### src/oflt_pkg.sv
// ---------------------------------------------------------------------------
// oflt_pkg
// Shared types and codes for the outstanding frame latency tracker.
// ---------------------------------------------------------------------------
package oflt_pkg;

	// Event kinds carried on the request channel
	localparam logic [1:0] KIND_FRAME_START = 2'd0;
	localparam logic [1:0] KIND_FRAME_END   = 2'd1;
	localparam logic [1:0] KIND_STREAM_END  = 2'd2;

	localparam int unsigned WINDOW_BITS  = 8;
	localparam logic [7:0]  WINDOW_RESET = 8'd16;
	localparam int unsigned SKIP_BITS    = 9;
	localparam int unsigned EVT_TIME_BITS = 48;

	// Datapath operations issued by the controller
	typedef enum logic [3:0] {
		DP_NOP,
		DP_CAPTURE,
		DP_CLEAR_PTR,
		DP_APPEND,
		DP_SEARCH,
		DP_COMPACT,
		DP_CLOSE,
		DP_MISS,
		DP_RESULT
	} dp_op_t;

	typedef struct packed {
		dp_op_t op;
	} dp_cmd_t;

	typedef struct packed {
		logic is_start;
		logic is_end;
		logic is_stream_end;
		logic table_empty;
		logic last_entry;
		logic hit_now;
		logic out_busy;
	} dp_status_t;

	// Controller states
	typedef enum logic [3:0] {
		ST_IDLE,
		ST_DISPATCH,
		ST_APPEND,
		ST_SRCH_RD,
		ST_SRCH_EV,
		ST_CMP_RD,
		ST_CMP_EV,
		ST_CLOSE,
		ST_MISS,
		ST_RESULT
	} ctrl_state_t;

endpackage

### src/oflt_ctrl.sv
// ---------------------------------------------------------------------------
// oflt_ctrl
// Sequencer: steps the datapath through append, search and compaction sweeps.
// ---------------------------------------------------------------------------
module oflt_ctrl (
	input  logic                  clk,
	input  logic                  arst_n,
	input  logic                  evt_valid,
	output logic                  evt_ready,
	input  oflt_pkg::dp_status_t  status,
	output oflt_pkg::dp_cmd_t     cmd
);

	oflt_pkg::ctrl_state_t state_q, state_d;

	// State register
	always_ff @(posedge clk or negedge arst_n) begin
		if (!arst_n) begin
			state_q <= oflt_pkg::ST_IDLE;
		end else begin
			state_q <= state_d;
		end
	end

	// Next state and command
	always_comb begin
		state_d   = state_q;
		cmd.op    = oflt_pkg::DP_NOP;
		evt_ready = 1'b0;
		unique case (state_q)
			oflt_pkg::ST_IDLE: begin
				evt_ready = 1'b1;
				if (evt_valid) begin
					cmd.op  = oflt_pkg::DP_CAPTURE;
					state_d = oflt_pkg::ST_DISPATCH;
				end
			end
			oflt_pkg::ST_DISPATCH: begin
				cmd.op = oflt_pkg::DP_CLEAR_PTR;
				if (status.is_start) begin
					state_d = oflt_pkg::ST_APPEND;
				end else if (status.is_end) begin
					state_d = status.table_empty ? oflt_pkg::ST_MISS : oflt_pkg::ST_SRCH_RD;
				end else if (status.is_stream_end) begin
					state_d = status.table_empty ? oflt_pkg::ST_RESULT : oflt_pkg::ST_CMP_RD;
				end else begin
					state_d = oflt_pkg::ST_RESULT;
				end
			end
			oflt_pkg::ST_APPEND: begin
				cmd.op  = oflt_pkg::DP_APPEND;
				state_d = oflt_pkg::ST_RESULT;
			end
			oflt_pkg::ST_SRCH_RD: begin
				state_d = oflt_pkg::ST_SRCH_EV;
			end
			oflt_pkg::ST_SRCH_EV: begin
				cmd.op = oflt_pkg::DP_SEARCH;
				if (status.hit_now) begin
					state_d = oflt_pkg::ST_CMP_RD;
				end else if (status.last_entry) begin
					state_d = oflt_pkg::ST_MISS;
				end else begin
					state_d = oflt_pkg::ST_SRCH_RD;
				end
			end
			oflt_pkg::ST_CMP_RD: begin
				state_d = oflt_pkg::ST_CMP_EV;
			end
			oflt_pkg::ST_CMP_EV: begin
				cmd.op  = oflt_pkg::DP_COMPACT;
				state_d = status.last_entry ? oflt_pkg::ST_CLOSE : oflt_pkg::ST_CMP_RD;
			end
			oflt_pkg::ST_CLOSE: begin
				cmd.op  = oflt_pkg::DP_CLOSE;
				state_d = oflt_pkg::ST_RESULT;
			end
			oflt_pkg::ST_MISS: begin
				cmd.op  = oflt_pkg::DP_MISS;
				state_d = oflt_pkg::ST_RESULT;
			end
			oflt_pkg::ST_RESULT: begin
				// hold until the output register is free
				if (!status.out_busy) begin
					cmd.op  = oflt_pkg::DP_RESULT;
					state_d = oflt_pkg::ST_IDLE;
				end
			end
			default: begin
				state_d = oflt_pkg::ST_IDLE;
			end
		endcase
	end

endmodule

### config.mk
export PLATFORM = sky130hd
export DESIGN_NAME = oflt_ctrl
export DESIGN_NICKNAME = d
export VERILOG_FILES = /design/src/oflt_pkg.sv /design/src/oflt_ctrl.sv
export SDC_FILE = /design/constraint.sdc
export NUM_CORES = 1
export LEC_CHECK = 0
export ABC_AREA = 1
export BUFFER_PORTS_ARGS = -buffer_cell sky130_fd_sc_hd__buf_2
export CORE_AREA = 4 4 41 43
export DETAILED_ROUTE_END_ITERATION = 8
export DIE_AREA = 0 0 45 47
export SLEW_MARGIN = 20
export SYNTH_ARGS = -nofsm -noshare
export SYNTH_HDL_FRONTEND = slang
export SYNTH_SLANG_ARGS = --single-unit
### constraint.sdc
create_clock -name clk -period 1 [get_ports clk]
set_input_delay 0.05 -clock clk [delete_from_list [all_inputs] [get_ports clk]]
set_output_delay 0.05 -clock clk [all_outputs]
set_load 0.005 [all_outputs]
==> results.toml, run 1 <==
[global_routing]
vias_in_the_first_global_route = 595
grt_start_max_net_pins = 6
gr-usage-all-layers_pct = 16.1
antenna_found_initial = 0
global_route.overflow_total = 0
grt_first_pass_wirelength_mm = 2.42

[yosys]
synth_most_common_cell = "sky130_fd_sc_hd__nand2_1"
async_reset_ff_share_pct = 100
ys.flop_type = "sky130_fd_sc_hd__dfrtp_1"
synth.top_cells.by_area = "sky130_fd_sc_hd__dfrtp_1 26%, sky130_fd_sc_hd__nand2_1 17%, sky130_fd_sc_hd__nor2_1 14%"
seq_area_frac_synth_pct = 26.3
netlist_top_cells_count = "17 x sky130_fd_sc_hd__nand2_1, 14 x sky130_fd_sc_hd__nor2_1, 13 x sky130_fd_sc_hd__inv_1"
synthesis.area_per_instance_um2 = 5.59
netlist-cell-type-count = 12
synth_seq_cells = 4
syn-num-nets = 78
synthDominantAreaCellType = "sky130_fd_sc_hd__dfrtp_1"
synthesis.instances = 68
synth.yosys.warnings = 0
synth_top_area_share_pct = 26.3
synth_area_um2 = 380
number_of_enable_flip_flop_cells_after_synthesis = 0

[clocking]
path_clk_slew_ns = 0.04
tritoncts.num_buffers = 3
insertion_delay_ns = 0.23
clock_root_buffer = "sky130_fd_sc_hd__clkbuf_4"
h_tree_lvls = 1
clock_path_buffers = 2
tritoncts = "done"
clkSinkCount = 4

[timing]
final_critical_path_setup_slack_ns = -0.313
max_slew_violation_total_from_the_final_report = 0
relSlewSlack_pct = 83.6
tightestPinTransition_ns = 0.246
post-route-min-period_ns = 1.31
setup_violations = 9
fin_worst_skew_ns = 0.000884
rsz0062_at_grt = "true"
post-route-period-util_pct = 131
maxClockFrequency_mhz = 761
hold_violations = 0

[worst_setup_path]
end_kind = "primary output"
worst_ep_arrival_time_ns = 1.26
required_ns = 0.95
timing_worst_setup_path_type = "register to primary output"
worst_path_max_delay_cell = "sky130_fd_sc_hd__dfrtp_2"
rr_startpoint = "state_q[3]"
crit_buf_inv = 2
reg2reg_depth = 7
cp-startpoint = "state_q[3]"
cp_num_cells = 7
critical_path_peak_fanout = 3
worst_path_dominant_cell_family = "flip-flops"
critPathMostFrequentCell = "sky130_fd_sc_hd__nand2_2"
regToRegSetupSlack_ns = -0.26
cp_cell_sequence = "inv_2 -> nor2_2 -> nand2_2 -> nand2_2 -> nor2_4 -> o21ai_1 -> buf_2"
start_kind = "register"
critical-path-max-stage-delay_ns = 0.44

[outcome]
violations = "negative setup slack"
status = "finished, violations left"

[power_and_ir_drop]
switching_power_mw = 1.22
power_report.internal_total_mw = 1.34
pwr_density_cell_nw_per_um2 = 3460
p_leak_nw = 0.379
power.combinational.fraction_pct = 75.9
power_frac_seq_pct = 16.2
p_clk_share_pct = 7.9
power.ir.vdd_worst_uv = 1400
p_sw_share_pct = 47.7

[worst_hold_path]
min_from = "status[1]"
hold-path-cell-count = 3
worst_hold_path_type = "input pin to register"

[placement]
pre_cts_ws_ns = -0.140
dp_hpwl_um = 907
routabilityCongestion = 0.854
placement.io_buffers = 14

[floorplanning]
placement_rows = 13
die_h_um = 47
ioPinCount = 15
fp.coreArea_um2 = 1300
initial_core_utilization_pct = 29.2
dieArea_um2 = 2120
die_x_um = 45

[cells_and_area]
post_route_cells_drive_above_1_share_pct = 63.6
area_delta_synth_final_pct = 94.4
fillers = 129
nNetsFinal = 111
reg_top3 = "state_q: 4 flops"
largest_register_ff_count = 4
regArea_um2 = 105
multi_input_comb_area_um2 = 343
final_core_utilization_pct = 56.8
antennaDiodeCount = 0
largest-register = "state_q"

[routing]
drt_drc_violations_left = 0
route.detailed.wl_per_inst_um = 12.5
detail_route.vias_per_cell = 4.84
wire_length_reported_by_the_detailed_router_mm = 1.43
detailedRoute.firstIterationViolations = 14
antenna_violating_nets_post_route = 0
drtPass1Iterations = 4
via_count = 552

[job]
cap_violations = 0
## layout make-up
| cell class | instances | area share, % |
|---|---|---|
| Multi-Input combinational cell | 51 | 46.4 |
| Timing Repair Buffer | 28 | 26.9 |
| Sequential cell | 4 | 14.2 |
| Inverter | 13 | 6.94 |
| Clock buffer | 3 | 3.05 |
| Tap cell | 15 | 2.54 |
## cells by family after synthesis
| kind of cell | Yosys count | synth area share (%) |
|---|---|---|
| AND/OR/NAND/NOR | 43 | 49.3 |
| buffers and inverters | 13 | 12.8 |
| AO/OA/AOI/OAI | 8 | 11.5 |
| flip-flops | 4 | 26.3 |
## placed cells by master (no fill, tap or decap), types with 2 or more instances in the layout
master / netlist / final
sky130_fd_sc_hd__a21oi_1: 4 / 4
sky130_fd_sc_hd__buf_2: 0 / 13
sky130_fd_sc_hd__buf_4: 0 / 9
sky130_fd_sc_hd__buf_6: 0 / 5
sky130_fd_sc_hd__clkbuf_4: 0 / 3
sky130_fd_sc_hd__dfrtp_2: 0 / 4
sky130_fd_sc_hd__inv_1: 13 / 7
sky130_fd_sc_hd__inv_2: 0 / 5
sky130_fd_sc_hd__nand2_1: 17 / 8
sky130_fd_sc_hd__nand2_2: 0 / 8
sky130_fd_sc_hd__nand3_1: 5 / 3
sky130_fd_sc_hd__nand3_2: 0 / 2
sky130_fd_sc_hd__nand3b_1: 2 / 2
sky130_fd_sc_hd__nand4_1: 2 / 2
sky130_fd_sc_hd__nor2_1: 14 / 7
sky130_fd_sc_hd__nor2_2: 2 / 2
sky130_fd_sc_hd__nor2_4: 0 / 7
## what timing repair did
action                                  CTS  global route
hold buffers                              1             0
gates resized for setup                  28            12
setup buffers                             7             1
pin swaps                                 7             9
endpoints found under the setup margin    9             9
endpoints found under the hold margin     4             0
gates cloned                              0             0
## per-layer routing
metal	up-vias	track usage, %	wire, um
met2	21	30.2	786
li1	278	-	-
met1	251	16.0	550
met3	2	1.92	74
met4	0	12.3	16
met5	-	0	0
## tightest hold or removal path, delay by kind of cell
family	cells	cell delay [ns]
AO/OA/AOI/OAI	2	0.13
buffers and inverters	1	0.10
## through the flow
stage	setup TNS [ns]	instance area, um2	total power, mW	std cells	hold WS [ns]
after floorplan	-0.0266	393	1.02	68	-0.246
after global placement	-0.602	527	1.44	103	-0.142
after detailed placement	-0.645	527	1.45	103	-0.142
after CTS	-1.76	691	2.25	114	0.0781
after global routing	-2.61	739	2.75	114	0.0971
final	-1.96	739	2.56	114	0.0776
## power by group through the flow
| stage | sequential [mW] | combinational (mW) | clock, mW |
|---|---|---|---|
| floorplan | 0.330 | 0.685 | 0 |
| global placement | 0.340 | 1.10 | 0 |
| detailed placement | 0.345 | 1.10 | 0 |
| CTS | 0.413 | 1.63 | 0.208 |
| global route | 0.432 | 2.10 | 0.219 |
| finish | 0.415 | 1.94 | 0.202 |
## path summary, 6_finish.rpt
| check | endpoint |
|---|---|
| max in group asynchronous | state_q[2] |
| hold reg to reg | state_q[1] |
| setup / recovery | cmd[1] |
| min in group asynchronous | state_q[0] |
| hold / removal | state_q[2] |
| setup reg to reg | state_q[0] |
(Power assumes the default switching activity.)
==> run 2: changes to the inputs <==
TNS_END_PERCENT = 5   (was unset)
==> run 2 against run 1 <==
  * The flow still finishes with violations (negative setup slack)
  * Total power decreased by 15%
  * Die area is the same
  * Combinational power down 20%
  * Maximum frequency increased by 0.90%
  * Flip-flop and latch count is the same
  * Sequential power is 1% higher
  * Cell count is 1.8% lower
  * Non-clock buffer count down 2
  * Clock skew up 0.0029 ns
  * Via count decreased by 2.0%
  * Final area is 11% lower
  * Critical path type unchanged
  * Largest power group unchanged
  * Highest routed layer unchanged
==> results.toml, run 2 (synthesis gave the netlist of run 1 again) <==
[clocking]
clock_path_buffers = 2
clkSinkCount = 4
clock_root_buffer = "sky130_fd_sc_hd__clkbuf_4"
h_tree_lvls = 1
insertion_delay_ns = 0.23
tritoncts = "done"
path_clk_slew_ns = 0.04
tritoncts.num_buffers = 3

[cells_and_area]
antennaDiodeCount = 0
reg_top3 = "state_q: 4 flops"
largest-register = "state_q"
most-common-layout-cells = "13 x sky130_fd_sc_hd__nand2_1, 13 x sky130_fd_sc_hd__buf_2, 11 x sky130_fd_sc_hd__buf_4, 7 x sky130_fd_sc_hd__inv_1, 7 x sky130_fd_sc_hd__nor2_1"
final_core_utilization_pct = 50.6
final_cell_area_um2 = 658
largest_register_ff_count = 4
post_route_cells_drive_above_1_share_pct = 53.6
area_delta_synth_final_pct = 73.0
nNetsFinal = 109

[routing]
drt_drc_violations_left = 0
via_count = 541
route.detailed.wl_per_inst_um = 11.1
detail_route.vias_per_cell = 4.83
detailedRoute.firstIterationViolations = 9
wire_length_reported_by_the_detailed_router_mm = 1.24
antenna_violating_nets_post_route = 0
drtPass1Iterations = 4

[worst_setup_path]
timing_worst_setup_path_type = "register to primary output"
start_kind = "register"
cp_cell_sequence = "nor2_4 -> inv_2 -> nor2_4 -> nor2_2 -> o21ai_1 -> buf_2"
reg2reg_depth = 8
critical-path-max-stage-delay_ns = 0.44
required_ns = 0.95
critical_path_peak_fanout = 4
rr_startpoint = "state_q[1]"
worst_ep_arrival_time_ns = 1.25
r2r_end = "state_q[0]"
worst_path_max_delay_cell = "sky130_fd_sc_hd__dfrtp_2"
end_kind = "primary output"
regToRegSetupSlack_ns = -0.23
critPathMostFrequentCell = "sky130_fd_sc_hd__nor2_4"

[global_routing]
grt_first_pass_wirelength_mm = 2.17
antenna_found_initial = 0
use_met3_pct = 1.53
global_route.overflow_total = 0
gr-usage-all-layers_pct = 14.3
grt_start_max_net_pins = 6
globalRoute.busiestLayer = "met2"
globalRouteMet2Util_pct = 27.7
globalRouteMet1Util_pct = 14.4
vias_in_the_first_global_route = 551

[timing]
final_critical_path_setup_slack_ns = -0.301
post-route-min-period_ns = 1.30
rsz0062_at_grt = "true"
max_slew_violation_total_from_the_final_report = 0
maxClockFrequency_mhz = 768
relSlewSlack_pct = 84.3
setup_violations = 9
hold_violations = 0
post-route-period-util_pct = 130
tightestPinTransition_ns = 0.235
fin_worst_skew_ns = 0.00376

[floorplanning]
ioPinCount = 15
die_h_um = 47
die_x_um = 45
initial_core_utilization_pct = 29.2
fp.coreArea_um2 = 1300
placement_rows = 13
dieArea_um2 = 2120

[placement]
placed_area_um2 = 527
placement.io_buffers = 14
dp_hpwl_um = 907
routabilityCongestion = 0.854

[power_and_ir_drop]
p_clk_share_pct = 9.2
switching_power_mw = 1.04
power.ir.vdd_worst_uv = 1300
power_report.internal_total_mw = 1.13
p_sw_share_pct = 47.8
power_frac_seq_pct = 19.3
power.combinational.fraction_pct = 71.5
p_leak_nw = 0.350
pwr_density_cell_nw_per_um2 = 3300

[outcome]
status = "finished, violations left"
violations = "negative setup slack"

[worst_hold_path]
hold-path-cell-count = 3
worstHoldEndpoint = "state_q[2]"
min_from = "status[1]"
worst_hold_path_type = "input pin to register"

[job]
cap_violations = 0
run 2: changes by cell type in the layout (fill, tap and decap cells not counted), sizes merged:
cell and change:
buf -2
run 2: per-layer routing:
layer | up-vias | routed length [um] | share of wire, %
met4 | 0 | 8 | 0.64
li1 | 278 | - | -
met5 | - | 0 | 0
met1 | 244 | 510 | 41
met2 | 17 | 664 | 53
met3 | 2 | 60 | 4.8
run 2: worst max path at each step:
stage / from / endpoint / slack (ns) / cells after the start
global placement: state_q[2] / cmd[1] / -0.12 / 6
detailed placement: state_q[2] / state_q[0] / -0.14 / 7
CTS: state_q[3] / cmd[1] / -0.30 / 7
global route: state_q[3] / cmd[1] / -0.38 / 6
floorplan: state_q[3] / state_q[0] / -0.03 / 8
finish: state_q[3] / cmd[1] / -0.30 / 6
run 2: critical path, delay by kind of cell (launching register included):
kind                   cells  cell delay [ns]
DFF                        1             0.44
and+or+nand+nor            3             0.32
buffers and inverters      2             0.20
AOI/OAI and AO/OA          1             0.06
run 2: per-stage QoR:
stage	setup TNS [ns]	hold slack (ns)	cells	power (mW)	worst slack (ns)
after floorplan	-0.0266	-0.246	68	1.02	-0.0266
after global placement	-0.602	-0.142	103	1.44	-0.124
after detailed placement	-0.645	-0.142	103	1.45	-0.140
after CTS	-1.94	0.0943	112	2.05	-0.300
after global routing	-2.52	0.112	112	2.35	-0.381
final	-1.88	0.0931	112	2.17	-0.301
run 2: power by group through the flow:
stage | logic, mW | clock network [mW] | registers (mW)
after CTS | 1.43 | 0.208 | 0.406
final | 1.55 | 0.200 | 0.419
after global routing | 1.71 | 0.219 | 0.428
after global placement | 1.10 | 0 | 0.340
after floorplan | 0.685 | 0 | 0.330
after detailed placement | 1.10 | 0 | 0.345
run 2: final cells by class:
cell class / instances / area, um2
timing repair buffer: 26 / 169
fill: 135 / 643
tap: 15 / 18.8
inverter: 13 / 48.8
clock buffer: 3 / 22.5
multi-input combinational: 51 / 294
sequential: 4 / 105
run 2: repair_timing:
| action | in CTS | in global routing |
|---|---|---|
| endpoints found under the setup margin | 9 | 9 |
| buffers inserted | 5 | 0 |
| resized for setup | 17 | 6 |
| hold buffers | 1 | 0 |
| pin swaps | 5 | 5 |
| endpoints found under the hold margin | 4 | 0 |
==> run 3: changes to the inputs <==
--- a/config.mk
+++ b/config.mk
@@ -8,7 +8,10 @@
 export ABC_AREA = 1
 export BUFFER_PORTS_ARGS = -buffer_cell sky130_fd_sc_hd__buf_2
-export CORE_AREA = 4 4 41 43
+export CELL_PAD_IN_SITES_DETAIL_PLACEMENT = 0
+export CELL_PAD_IN_SITES_GLOBAL_PLACEMENT = 1
+export CORE_MARGIN = 4
+export CORE_UTILIZATION = 25
 export DETAILED_ROUTE_END_ITERATION = 8
-export DIE_AREA = 0 0 45 47
+export PLACE_DENSITY_LB_ADDON = 0.1
 export SLEW_MARGIN = 20
 export SYNTH_ARGS = -nofsm -noshare
==> constraint.sdc (replaced) <==
create_clock -name clk -period 1 [get_ports clk]
set_input_delay 0.05 -clock clk [delete_from_list [all_inputs] [get_ports clk]]
set_output_delay 0.05 -clock clk [all_outputs]
set_load 0.1 [all_outputs]
==> run 3 against run 2 <==
  * Count of clock-buffer cells in the layout is the same
  * Cell count rose by 3.6%
  * Via count shrank 0.74%
  * First-iteration DRC count shrank 11%
  * Hold slack better by 0.013 ns
  * Final area rose by 21%
  * The flow still finishes with violations (negative setup slack)
  * Non-clock buffer count rose by 4
  * Global-route usage decreased by 0.21 points
  * Sequential share of layout area decreased by 3.0 points
==> results.toml, run 3 (synthesis gave the netlist of run 1 again) <==
[routing]
wire_length_reported_by_the_detailed_router_mm = 1.26
drt_drc_violations_left = 0
antenna_violating_nets_post_route = 0
via_count = 537
detailedRoute.firstIterationViolations = 8
drtPass1Iterations = 4
detail_route.vias_per_cell = 4.63
route.detailed.wl_per_inst_um = 10.8

[clocking]
clkSinkCount = 4
tritoncts.num_buffers = 3
path_clk_slew_ns = 0.04
insertion_delay_ns = 0.23
tritoncts = "done"
clock_path_buffers = 2
h_tree_lvls = 1
clock_root_buffer = "sky130_fd_sc_hd__clkbuf_4"

[placement]
dp.cells = 111
dp_hpwl_mm = 1.02
placement.io_buffers = 14
routabilityCongestion = 0.774

[floorplanning]
fp.coreArea_um2 = 1370
placement_rows = 13
dieArea_um2 = 2210
die_x_um = 47.0
initial_core_utilization_pct = 27.8
ioPinCount = 15
die_h_um = 47.0

[cells_and_area]
area_delta_synth_final_pct = 110
post_route_cells_drive_above_1_share_pct = 51.5
fin_cells = 116
most-common-layout-cells = "15 x sky130_fd_sc_hd__nand2_1, 15 x sky130_fd_sc_hd__buf_4, 10 x sky130_fd_sc_hd__nor2_1, 9 x sky130_fd_sc_hd__inv_1, 9 x sky130_fd_sc_hd__buf_2"
final_core_utilization_pct = 58.4
antennaDiodeCount = 0
fillers = 144
largest-register = "state_q"
reg_top3 = "state_q: 4 flops"
nNetsFinal = 113
largest_register_ff_count = 4

[worst_setup_path]
required_ns = 0.95
start_kind = "register"
worst_ep_arrival_time_ns = 1.38
timing_worst_setup_path_type = "register to primary output"
end_kind = "primary output"
critical_path_peak_fanout = 5

[timing]
setup_violations = 9
finalSetupTns_ns = -2.79
final_critical_path_setup_slack_ns = -0.427
hold_violations = 0
post-route-period-util_pct = 143
relSlewSlack_pct = 82.7
tightestPinTransition_ns = 0.258
rsz0062_at_grt = "true"
max_slew_violation_total_from_the_final_report = 0
maxClockFrequency_mhz = 701
post-route-min-period_ns = 1.43
fin_worst_skew_ns = 0.00473

[outcome]
violations = "negative setup slack"
status = "finished, violations left"

[global_routing]
grt_first_pass_wirelength_mm = 2.19
gr-usage-all-layers_pct = 14.1
antenna_found_initial = 0
global_route.overflow_total = 0
grt_start_max_net_pins = 6
vias_in_the_first_global_route = 550

[job]
cap_violations = 0

[worst_hold_path]
worst_hold_path_type = "input pin to register"
run 3: worst paths after layout:
path / startpoint / end / slack, ns / cells past startpoint
setup / recovery: state_q[0] / cmd[1] / -0.43 / 6
hold / removal: status[1] / state_q[2] / 0.11 / 3
setup reg to reg: state_q[2] / state_q[0] / -0.27 / 8
hold reg to reg: state_q[2] / state_q[1] / 0.70 / 3
max in group asynchronous: arst_n / state_q[2] / 0.71 / 2
min in group asynchronous: arst_n / state_q[3] / 0.16 / 2
run 3: repair_timing:
| item | 4_1_cts | 5_1_grt |
|---|---|---|
| hold buffers | 1 | 0 |
| resized for setup | 13 | 6 |
| gates cloned | 0 | 0 |
| hold endpoints to repair | 4 | 0 |
| endpoints found under the setup margin | 9 | 9 |
| setup buffers | 1 | 0 |
| pin swaps | 5 | 1 |
run 3: stage by stage:
stage,instance area [um2],setup slack [ns],hold WS [ns]
after floorplan,425,-0.699,-0.246
after global placement,694,-0.320,-0.144
after detailed placement,694,-0.313,-0.143
after CTS,773,-0.446,0.105
after global routing,798,-0.501,0.139
final,798,-0.427,0.106
run 3: routing by layer:
layer	part of all wire (%)	routed length (um)	track usage (%)
met5	0	0	0
met4	0.48	6	6.63
met3	4.1	51	1.15
met2	51	638	25.5
met1	45	561	16.7
run 3: critical path: stages (launching register included):
cell                      delay (ns)
sky130_fd_sc_hd__dfrtp_2        0.44
sky130_fd_sc_hd__inv_1          0.10
sky130_fd_sc_hd__nand2_1        0.09
sky130_fd_sc_hd__nor2_4         0.17
sky130_fd_sc_hd__nor2_4         0.07
sky130_fd_sc_hd__o21ai_4        0.07
sky130_fd_sc_hd__buf_12         0.19
run 3: layout make-up:
class / count / area [um2] / share of cell area [%]
inverters: 13 / 52.6 / 6.58
repair buffers: 30 / 268 / 33.5
clock buffers: 3 / 22.5 / 2.82
multi-input cells: 51 / 333 / 41.7
well taps: 15 / 18.8 / 2.35
flip-flops and latches: 4 / 104 / 13.0
Power of run 3 is left out: the tool's default activity adds up to more than one toggle a clock period on the data nets, which glitch-free logic cannot reach.
